==> config.mk <==
export PLATFORM = sky130hd
export DESIGN_NAME = eeprom_paged_transfer_sequencer_core
export DESIGN_NICKNAME = d
export VERILOG_FILES = /design/src/hdl/epts_pkg.sv /design/src/hdl/eeprom_paged_transfer_sequencer_core.sv
export SDC_FILE = /design/constraint.sdc
export NUM_CORES = 1
export LEC_CHECK = 0
export BUFFER_PORTS_ARGS = -buffer_cell sky130_fd_sc_hd__buf_2
export CAP_MARGIN = 20
export CORE_MARGIN = 5
export CORE_UTILIZATION = 50
export DETAILED_ROUTE_END_ITERATION = 10
export PLACE_DENSITY = 0.76
export SYNTH_ARGS = -nofsm -noshare
export SYNTH_HDL_FRONTEND = slang
export SYNTH_SLANG_ARGS = --single-unit
==> constraint.sdc <==
create_clock -name clk -period 9.8 [get_ports clk]
set_input_delay 1.96 -clock clk [delete_from_list [all_inputs] [get_ports clk]]
set_output_delay 1.96 -clock clk [all_outputs]
set_load 0.01 [all_outputs]
==> src/hdl/epts_pkg.sv <==
// shared types and codes for the eeprom paged transfer sequencer
package epts_pkg;

	// default page size of the eeprom in bytes
	localparam int unsigned PAGE_BYTES_DEF = 32;

	// write-cycle wait after reset, in millisecond ticks
	localparam logic [7:0] WRITE_TICKS_RST = 8'd5;
	localparam logic [7:0] WAIT_SAT = 8'hFF;

	// memory address bytes leading every send frame
	localparam logic [15:0] ADDR_BYTES = 16'd2;

	// event kinds
	localparam logic [2:0] FN_WRITE_POLL = 3'd0;
	localparam logic [2:0] FN_READ_POLL = 3'd1;
	localparam logic [2:0] FN_TX_DONE = 3'd2;
	localparam logic [2:0] FN_RX_DONE = 3'd3;
	localparam logic [2:0] FN_ERROR = 3'd4;
	localparam logic [2:0] FN_TICK = 3'd5;
	localparam logic [2:0] FN_STATUS_RESET = 3'd6;

	// bus master commands
	localparam logic [1:0] CMD_NONE = 2'd0;
	localparam logic [1:0] CMD_SEND = 2'd1;
	localparam logic [1:0] CMD_RECV = 2'd2;
	localparam logic [1:0] CMD_STOP = 2'd3;

	// error codes that abort a transfer
	localparam logic [2:0] ERR_NONE = 3'd0;
	localparam logic [2:0] ERR_BUS_BUSY = 3'd1;
	localparam logic [2:0] ERR_START_FAULT = 3'd2;
	localparam logic [2:0] ERR_STOP_DETECT = 3'd3;
	localparam logic [2:0] ERR_NO_ACK = 3'd4;

	typedef struct packed {
		logic [2:0]  func;
		logic [7:0]  device_address;
		logic [15:0] memory_address;
		logic [15:0] transfer_length;
		logic [2:0]  error_code;
	} req_t;

endpackage

==> src/hdl/eeprom_paged_transfer_sequencer_core.sv <==
// eeprom paged transfer sequencer: event pipeline, page split and transfer control
//
// Takes one event request per cycle while req_ready is high (write poll, read poll, tx done,
// rx done, error, tick, status reset) and returns exactly one result per request, in order:
// the phase after the event, the bus command to issue (send, receive or stop) with its
// device, memory address, buffer offset and byte count, and the last recorded error. A write
// is cut into pages of PAGE_BYTES; each send frame counts the two address bytes. After each
// page stop the block waits write_cycle_ticks millisecond ticks before the next page. The
// sustained rate is one request per cycle while the result side does not stall; each request
// passes an input register, then the two stages that divide the transfer length by the page
// size (reciprocal multiply, then back-multiply and remainder), then the stage that updates
// the transfer state and registers the result. write_cycle_ticks is written through
// cfg_wr_en/cfg_wr_data and resets to 5.
module eeprom_paged_transfer_sequencer_core #(
	parameter int unsigned PAGE_BYTES = epts_pkg::PAGE_BYTES_DEF
) (
	input  logic        clk,
	input  logic        arst_n,
	input  logic        cfg_wr_en,
	input  logic [7:0]  cfg_wr_data,
	input  logic        req_valid,
	output logic        req_ready,
	input  logic [2:0]  func,
	input  logic [7:0]  device_address,
	input  logic [15:0] memory_address,
	input  logic [15:0] transfer_length,
	input  logic [2:0]  error_code,
	output logic        rsp_valid,
	input  logic        rsp_ready,
	output logic [3:0]  status,
	output logic [1:0]  bus_command,
	output logic [7:0]  bus_device,
	output logic [15:0] frame_address,
	output logic [15:0] buffer_offset,
	output logic [15:0] byte_count,
	output logic [2:0]  recorded_error
);

	localparam logic [3:0] PH_NONE  = 4'd0;
	localparam logic [3:0] PH_IDLE  = 4'd1;
	localparam logic [3:0] PH_PREP  = 4'd2;
	localparam logic [3:0] PH_SEND  = 4'd3;
	localparam logic [3:0] PH_WAIT  = 4'd4;
	localparam logic [3:0] PH_CHECK = 4'd5;
	localparam logic [3:0] PH_DONE  = 4'd6;
	localparam logic [3:0] PH_ASEND = 4'd7;
	localparam logic [3:0] PH_AWAIT = 4'd8;
	localparam logic [3:0] PH_RECV  = 4'd9;
	localparam logic [3:0] PH_RWAIT = 4'd10;

	// remainder before correction stays below twice the page size
	localparam int unsigned RW = $clog2(2 * PAGE_BYTES);
	// page byte count, up to the page size
	localparam int unsigned CW = $clog2(PAGE_BYTES + 1);
	// frame length, page bytes plus the two address bytes
	localparam int unsigned FW = $clog2(PAGE_BYTES + 3);
	localparam int unsigned RECIP_SHIFT = 24;
	localparam logic [24:0] RECIP = 25'((33'd1 << RECIP_SHIFT) / PAGE_BYTES);
	localparam logic [RW-1:0] PAGE_R = RW'(PAGE_BYTES);
	localparam logic [CW-1:0] PAGE_C = CW'(PAGE_BYTES);
	localparam logic [15:0] PAGE_W = 16'(PAGE_BYTES);

	// handshake and stage control
	logic rsp_free, s3_free, s2_free, s1_free, upd;
	logic valid_s1, valid_s2, valid_s3;
	epts_pkg::req_t req_s1, req_s2, req_s3;
	logic [15:0] qest_s2, qest_s3;
	logic [RW-1:0] rraw_s3;
	logic [40:0] recip_prod;
	logic [24:0] back_prod;
	logic [15:0] rdiff;

	// configuration
	logic [7:0] write_cycle_ticks_q;

	// transfer state
	logic [3:0]    phase_q, phase_d;
	logic [7:0]    wait_count_q, wait_count_d;
	logic [7:0]    saved_device_q, saved_device_d;
	logic [15:0]   start_address_q, start_address_d;
	logic [15:0]   saved_length_q, saved_length_d;
	logic [CW-1:0] saved_rem_q, saved_rem_d;
	logic [15:0]   total_pages_q, total_pages_d;
	logic [15:0]   page_index_q, page_index_d;
	logic [15:0]   page_off_q, page_off_d;
	logic [15:0]   bytes_done_q, bytes_done_d;
	logic [15:0]   page_address_q, page_address_d;
	logic [FW-1:0] frame_length_q, frame_length_d;
	logic [2:0]    last_error_q, last_error_d;

	// result register
	logic        rsp_valid_q;
	logic [3:0]  status_q;
	logic [1:0]  bus_command_q, cmd_d;
	logic [7:0]  bus_device_q, dev_d;
	logic [15:0] frame_address_q, faddr_d;
	logic [15:0] buffer_offset_q, boff_d;
	logic [15:0] byte_count_q, bcnt_d;
	logic [2:0]  recorded_error_q;

	// division correction
	logic          rem_over;
	logic [RW-1:0] rem_fix;
	logic [15:0]   quot_fix;
	logic [15:0]   pages_ceil;
	logic [CW-1:0] page_size;

	assign rsp_free = !rsp_valid_q || rsp_ready;
	assign s3_free = !valid_s3 || rsp_free;
	assign s2_free = !valid_s2 || s3_free;
	assign s1_free = !valid_s1 || s2_free;
	assign req_ready = s1_free;
	assign upd = valid_s3 && rsp_free;

	always_ff @(posedge clk or negedge arst_n) begin
		if (!arst_n) begin
			valid_s1 <= 1'b0;
			valid_s2 <= 1'b0;
			valid_s3 <= 1'b0;
			rsp_valid_q <= 1'b0;
		end else begin
			if (s1_free) valid_s1 <= req_valid;
			if (s2_free) valid_s2 <= valid_s1;
			if (s3_free) valid_s3 <= valid_s2;
			if (rsp_free) rsp_valid_q <= valid_s3;
		end
	end

	// length divided by page size: estimate is the true quotient or one less
	assign recip_prod = 41'(req_s1.transfer_length) * 41'(RECIP);
	assign back_prod = 25'(qest_s2) * 25'(PAGE_BYTES);
	assign rdiff = req_s2.transfer_length - back_prod[15:0];

	always_ff @(posedge clk) begin
		if (s1_free && req_valid) begin
			req_s1.func <= func;
			req_s1.device_address <= device_address;
			req_s1.memory_address <= memory_address;
			req_s1.transfer_length <= transfer_length;
			req_s1.error_code <= error_code;
		end
		if (s2_free && valid_s1) begin
			req_s2 <= req_s1;
			qest_s2 <= recip_prod[RECIP_SHIFT+15:RECIP_SHIFT];
		end
		if (s3_free && valid_s2) begin
			req_s3 <= req_s2;
			qest_s3 <= qest_s2;
			rraw_s3 <= rdiff[RW-1:0];
		end
	end

	always_ff @(posedge clk or negedge arst_n) begin
		if (!arst_n) begin
			write_cycle_ticks_q <= epts_pkg::WRITE_TICKS_RST;
		end else if (cfg_wr_en) begin
			write_cycle_ticks_q <= cfg_wr_data;
		end
	end

	always_comb begin
		rem_over = rraw_s3 >= PAGE_R;
		rem_fix = rem_over ? rraw_s3 - PAGE_R : rraw_s3;
		quot_fix = qest_s3 + {15'd0, rem_over};
		pages_ceil = quot_fix + {15'd0, rem_fix != '0};
		page_size = ((page_index_q == total_pages_q - 16'd1) && (saved_rem_q != '0)) ?
			saved_rem_q : PAGE_C;

		phase_d = phase_q;
		wait_count_d = wait_count_q;
		saved_device_d = saved_device_q;
		start_address_d = start_address_q;
		saved_length_d = saved_length_q;
		saved_rem_d = saved_rem_q;
		total_pages_d = total_pages_q;
		page_index_d = page_index_q;
		page_off_d = page_off_q;
		bytes_done_d = bytes_done_q;
		page_address_d = page_address_q;
		frame_length_d = frame_length_q;
		last_error_d = last_error_q;
		cmd_d = epts_pkg::CMD_NONE;
		dev_d = '0;
		faddr_d = '0;
		boff_d = '0;
		bcnt_d = '0;

		case (req_s3.func)
			epts_pkg::FN_WRITE_POLL: begin
				case (phase_q)
					PH_IDLE: begin
						saved_device_d = req_s3.device_address;
						start_address_d = req_s3.memory_address;
						saved_length_d = req_s3.transfer_length;
						saved_rem_d = CW'(rem_fix);
						wait_count_d = epts_pkg::WAIT_SAT;
						page_index_d = '0;
						page_off_d = '0;
						bytes_done_d = '0;
						total_pages_d = pages_ceil;
						phase_d = PH_PREP;
					end
					PH_PREP: begin
						// a zero-length write never leaves prepare
						if (page_index_q < total_pages_q) begin
							page_address_d = start_address_q + page_off_q;
							bytes_done_d = bytes_done_q + 16'(page_size);
							page_index_d = page_index_q + 16'd1;
							page_off_d = page_off_q + PAGE_W;
							frame_length_d = FW'(page_size) + FW'(epts_pkg::ADDR_BYTES);
							phase_d = PH_SEND;
						end
					end
					PH_SEND: begin
						cmd_d = epts_pkg::CMD_SEND;
						dev_d = saved_device_q;
						faddr_d = page_address_q;
						boff_d = bytes_done_q - 16'(frame_length_q) + epts_pkg::ADDR_BYTES;
						bcnt_d = 16'(frame_length_q);
						phase_d = PH_WAIT;
					end
					PH_CHECK: begin
						if (wait_count_q >= write_cycle_ticks_q) begin
							wait_count_d = '0;
							phase_d = (page_index_q < total_pages_q) ? PH_PREP : PH_DONE;
						end
					end
					PH_DONE: begin
						last_error_d = epts_pkg::ERR_NONE;
					end
					default: begin
					end
				endcase
			end
			epts_pkg::FN_READ_POLL: begin
				case (phase_q)
					PH_IDLE: begin
						saved_device_d = req_s3.device_address;
						start_address_d = req_s3.memory_address;
						saved_length_d = req_s3.transfer_length;
						saved_rem_d = CW'(rem_fix);
						wait_count_d = epts_pkg::WAIT_SAT;
						phase_d = PH_PREP;
					end
					PH_PREP: begin
						phase_d = PH_ASEND;
					end
					PH_ASEND: begin
						cmd_d = epts_pkg::CMD_SEND;
						dev_d = saved_device_q;
						faddr_d = start_address_q;
						bcnt_d = epts_pkg::ADDR_BYTES;
						phase_d = PH_AWAIT;
					end
					PH_RECV: begin
						cmd_d = epts_pkg::CMD_RECV;
						dev_d = saved_device_q;
						bcnt_d = saved_length_q;
						phase_d = PH_RWAIT;
					end
					PH_CHECK: begin
						phase_d = PH_DONE;
					end
					PH_DONE: begin
						last_error_d = epts_pkg::ERR_NONE;
					end
					default: begin
					end
				endcase
			end
			epts_pkg::FN_TX_DONE: begin
				if (phase_q == PH_AWAIT) begin
					phase_d = PH_RECV;
				end else if (phase_q == PH_WAIT) begin
					cmd_d = epts_pkg::CMD_STOP;
					dev_d = saved_device_q;
					wait_count_d = '0;
					phase_d = PH_CHECK;
				end
			end
			epts_pkg::FN_RX_DONE: begin
				if (phase_q == PH_RWAIT) phase_d = PH_CHECK;
			end
			epts_pkg::FN_ERROR: begin
				last_error_d = req_s3.error_code;
				if (req_s3.error_code == epts_pkg::ERR_BUS_BUSY ||
				    req_s3.error_code == epts_pkg::ERR_START_FAULT ||
				    req_s3.error_code == epts_pkg::ERR_STOP_DETECT ||
				    req_s3.error_code == epts_pkg::ERR_NO_ACK) begin
					phase_d = PH_IDLE;
				end
			end
			epts_pkg::FN_TICK: begin
				if (wait_count_q != epts_pkg::WAIT_SAT) wait_count_d = wait_count_q + 8'd1;
			end
			epts_pkg::FN_STATUS_RESET: begin
				phase_d = PH_IDLE;
			end
			default: begin
			end
		endcase
	end

	always_ff @(posedge clk or negedge arst_n) begin
		if (!arst_n) begin
			phase_q <= PH_NONE;
			wait_count_q <= epts_pkg::WAIT_SAT;
			saved_device_q <= '0;
			start_address_q <= '0;
			saved_length_q <= '0;
			saved_rem_q <= '0;
			total_pages_q <= '0;
			page_index_q <= '0;
			page_off_q <= '0;
			bytes_done_q <= '0;
			page_address_q <= '0;
			frame_length_q <= '0;
			last_error_q <= '0;
		end else if (upd) begin
			phase_q <= phase_d;
			wait_count_q <= wait_count_d;
			saved_device_q <= saved_device_d;
			start_address_q <= start_address_d;
			saved_length_q <= saved_length_d;
			saved_rem_q <= saved_rem_d;
			total_pages_q <= total_pages_d;
			page_index_q <= page_index_d;
			page_off_q <= page_off_d;
			bytes_done_q <= bytes_done_d;
			page_address_q <= page_address_d;
			frame_length_q <= frame_length_d;
			last_error_q <= last_error_d;
		end
	end

	always_ff @(posedge clk) begin
		if (upd) begin
			status_q <= phase_d;
			bus_command_q <= cmd_d;
			bus_device_q <= dev_d;
			frame_address_q <= faddr_d;
			buffer_offset_q <= boff_d;
			byte_count_q <= bcnt_d;
			recorded_error_q <= last_error_d;
		end
	end

	assign rsp_valid = rsp_valid_q;
	assign status = status_q;
	assign bus_command = bus_command_q;
	assign bus_device = bus_device_q;
	assign frame_address = frame_address_q;
	assign buffer_offset = buffer_offset_q;
	assign byte_count = byte_count_q;
	assign recorded_error = recorded_error_q;

	// never more pages issued than the write was split into
	assert property (@(posedge clk) disable iff (!arst_n)
		page_index_q <= total_pages_q)
		else $error("page index beyond page total");

	// a stop is only issued on the way into the write-cycle check
	assert property (@(posedge clk) disable iff (!arst_n)
		rsp_valid && bus_command == epts_pkg::CMD_STOP |-> status == PH_CHECK)
		else $error("stop command outside check phase");

	// a page frame holds at least one data byte and at most one page
	assert property (@(posedge clk) disable iff (!arst_n)
		rsp_valid && bus_command == epts_pkg::CMD_SEND && status == PH_WAIT |->
		byte_count >= 16'd3 && byte_count <= PAGE_W + epts_pkg::ADDR_BYTES)
		else $error("page frame length out of range");

	// a receive always asks for the saved transfer length
	assert property (@(posedge clk) disable iff (!arst_n)
		rsp_valid && bus_command == epts_pkg::CMD_RECV |->
		status == PH_RWAIT && byte_count == saved_length_q)
		else $error("receive command inconsistent with saved request");

endmodule
==> impl_metrics.py <==
metrics = {
    "run_status": {
        "status": "finished, final reports clean",
    },
    "synth": {
        "ys_ff_latch": 348,
        "synth-async-reset-ratio_pct": 41.7,
        "synth_top_area_share_pct": 38.6,
        "synth_most_common_cell": "edfxtp_1",
        "synth_edf_count": 203,
        "yosysWarningCount": 0,
        "synth_cell_types": 87,
        "yosys.area.top_type": "edfxtp_1",
        "syn_inst": 1257,
        "synth_area_sq_mm": 0.0158,
        "ys_seq_area_share_pct": 61.7,
        "synth_flop_cell": "edfxtp_1",
        "synthTopCellsByArea": "edfxtp_1 39%, dfrtp_1 21%, ha_1 5.5%",
        "synth.avg_cell_area_sq_um": 12.6,
        "synth_nets": 1388,
        "yosys-top-cells-count": "203 x edfxtp_1, 135 x dfrtp_1, 106 x nand2_1, 77 x o21ai_0, 69 x ha_1",
    },
    "floorplan": {
        "die_area_sq_mm": 0.0352,
        "pin_count": 126,
        "die_w_um": 188,
        "start_util_pct": 50.3,
        "die_y_um": 188,
        "num_rows": 65,
        "core-area_sq_mm": 0.0314,
    },
    "job": {
        "maxCapViolCount": 0,
    },
    "grt": {
        "grt_start_max_net_pins": 91,
        "antenna_found_initial": 0,
        "grt.total_usage_pct": 17.2,
        "grt-ovfl-total": 0,
        "grt_pass1_wl_um": 50400,
        "grt_pass1_vias": 9963,
    },
    "timing": {
        "slew_viol_final": 0,
        "slew_headroom_pct": 29.9,
        "layout_setup_ws_ns": 5.26,
        "min_period_over_period_pct": 46.3,
        "worst_pin_slew_ns": 1.05,
        "hold_viol_final": 0,
        "holdWs_ns": 0.414,
        "max_freq_ghz": 0.220,
        "min_period_ns": 4.54,
        "setup_viol": 0,
        "skew_ns": 0.0158,
        "fin_tns_setup_ns": 0,
        "rsz0062_at_grt": "no",
    },
    "detailed_routing": {
        "drt-initial-drc-count": 591,
        "drtPass1Iterations": 7,
        "avgRoutedWirePerCell_um": 16.8,
        "postRouteAntennaNets": 0,
        "wirelength_um": 30500,
        "routed_via_density": 5.55,
        "drc_errors": 0,
        "via_count": 10100,
    },
    "clock_tree": {
        "clk_latency_ns": 0.52,
        "postCtsSetupBuffers": 0,
        "cts_hold_buf": 0,
        "tritoncts": "yes",
        "cts_root_buf": "clkbuf_16",
        "clockBufferDepth": 3,
        "cts_made_buffers": 37,
        "clock_sinks": 348,
        "htree_num_levels": 2,
        "ctsResizeCount": 0,
        "clk_pin_slew_ns": 0.06,
    },
    "worst_setup_path": {
        "worstPathRequired_ns": 7.84,
        "arrival_ns": 2.58,
        "path_cells": "buf_2, nor2b_1, nand4_1, buf_2",
        "critPathMaxStageDelay_ns": 0.18,
        "crit_top_cell": "buf_2",
        "crit_path_end_kind": "output port",
        "start_kind": "primary input",
        "timing.rr.end": "bytes_done_q[9]",
        "crit_slowest_cell": "buf_2",
        "reg2reg_depth": 17,
        "critPathKind": "primary input to output port",
        "timing.rr.start": "total_pages_q[0]",
        "r2r_slack_ns": 5.39,
        "path_max_fanout": 3,
    },
    "place": {
        "place_inst": 1753,
        "place_congestion": 0.924,
        "numPortBuffers": 125,
        "dp_hpwl_um": 20700,
        "post-place-ws_ns": 5.25,
        "placed_area_sq_mm": 0.0169,
    },
    "final_layout": {
        "fin_cells": 1822,
        "regArea_sq_mm": 0.00974,
        "postLayoutCellArea_sq_mm": 0.0181,
        "nNetsFinal": 1522,
        "final_util_pct": 57.6,
        "multiInputGateArea_sq_mm": 0.00565,
        "antennaDiodeCount": 0,
        "areaGrowthSynthToFinish_pct": 14.6,
        "n_fill_cell": 2506,
        "drive_gt1_share_pct": 20.1,
    },
    "power_and_ir_drop": {
        "ir_drop_mv": 0.166,
        "p_per_area_mw_per_mm2": 251,
        "total_power_mw": 4.54,
        "leakagePower_nw": 7.58,
    },
    "min_path": {
        "hp-class": "flip-flop to flip-flop",
        "holdPathEnd": "req_s2[35]",
        "min_from": "req_s1[35]",
        "min_path_cells": 0,
    },
}
registers in the layout (all words and copies together), names as in the netlist, 4 cells and up:
signal / flops
bytes_done_q: 16
frame_address: 16
byte_count: 16
frame_length_q: 6
saved_device_q: 8
req_s2: 46
req_s3: 46
start_address_q: 16
bus_device: 8
buffer_offset: 16
page_index_q: 16
phase_q: 4
saved_length_q: 16
page_off_q: 11
write_cycle_ticks_q: 8
wait_count_q: 8
req_s1: 46
total_pages_q: 12
status: 4
page_address_q: 16
cells by family (layout without fill, tap and decap cells):
group / count (synthesis) / in the layout / share of synthesized area [%]
adder cells (fa/ha/maj): 73 / 73 / 5.92
buffers and inverters: 106 / 269 / 2.66
XOR/XNOR: 56 / 56 / 3.11
multiplexers: 52 / 52 / 3.66
other: 1 / 1 / 0.0238
flip-flops: 348 / 348 / 61.7
AO/OA/AOI/OAI: 248 / 248 / 10.4
AND/OR/NAND/NOR: 373 / 373 / 12.6
critical path: cells and delay by family:
family                 cells  cell delay, ns
and+or+nand+nor            2            0.34
buffers and inverters      2            0.28
metal layers:
metal / vias to the layer above / share of wire [%] / track usage, %
met5: - / 0 / 0
met4: 0 / 2.1 / 4.63
met3: 43 / 6.6 / 3.18
met2: 309 / 47 / 27.8
met1: 4874 / 44 / 24.1
li1: 4887 / - / -
worst max path at each step:
stage,startpoint,to
after CTS,rsp_ready,req_ready
after floorplan,rsp_ready,wait_count_q[6]
after global placement,rsp_ready,req_ready
final,rsp_ready,req_ready
after global routing,total_pages_q[0],bytes_done_q[9]
after detailed placement,rsp_ready,req_ready
layout by cell type (no fill, tap or decap), drive strengths merged, types with 28 or more instances in the layout:
master | netlist | layout
nand2 | 107 | 107
o21ai | 80 | 80
nand3 | 28 | 28
edfxtp | 203 | 203
dfrtp | 135 | 135
inv | 62 | 63
nor2 | 56 | 56
clkbuf | 38 | 47
xnor2 | 29 | 29
mux2 | 46 | 46
buf | 5 | 137
ha | 69 | 69
a21oi | 48 | 48
cell type report:
cell class	count	share of cell area, %
Clock buffer	47	5.56
Timing Repair Buffer	138	4.14
Tap cell	402	2.78
Clock inverter	21	1.12
Sequential cell	348	53.9
Multi-Input combinational cell	803	31.2
Inverter	63	1.31
power by group:
part | leakage, nW | internal (mW) | switching, mW
clock network | 0.606 | 0.812 | 0.555
logic | 3.14 | 0.487 | 0.574
registers | 3.84 | 1.87 | 0.244
(Power assumes the default switching activity.)
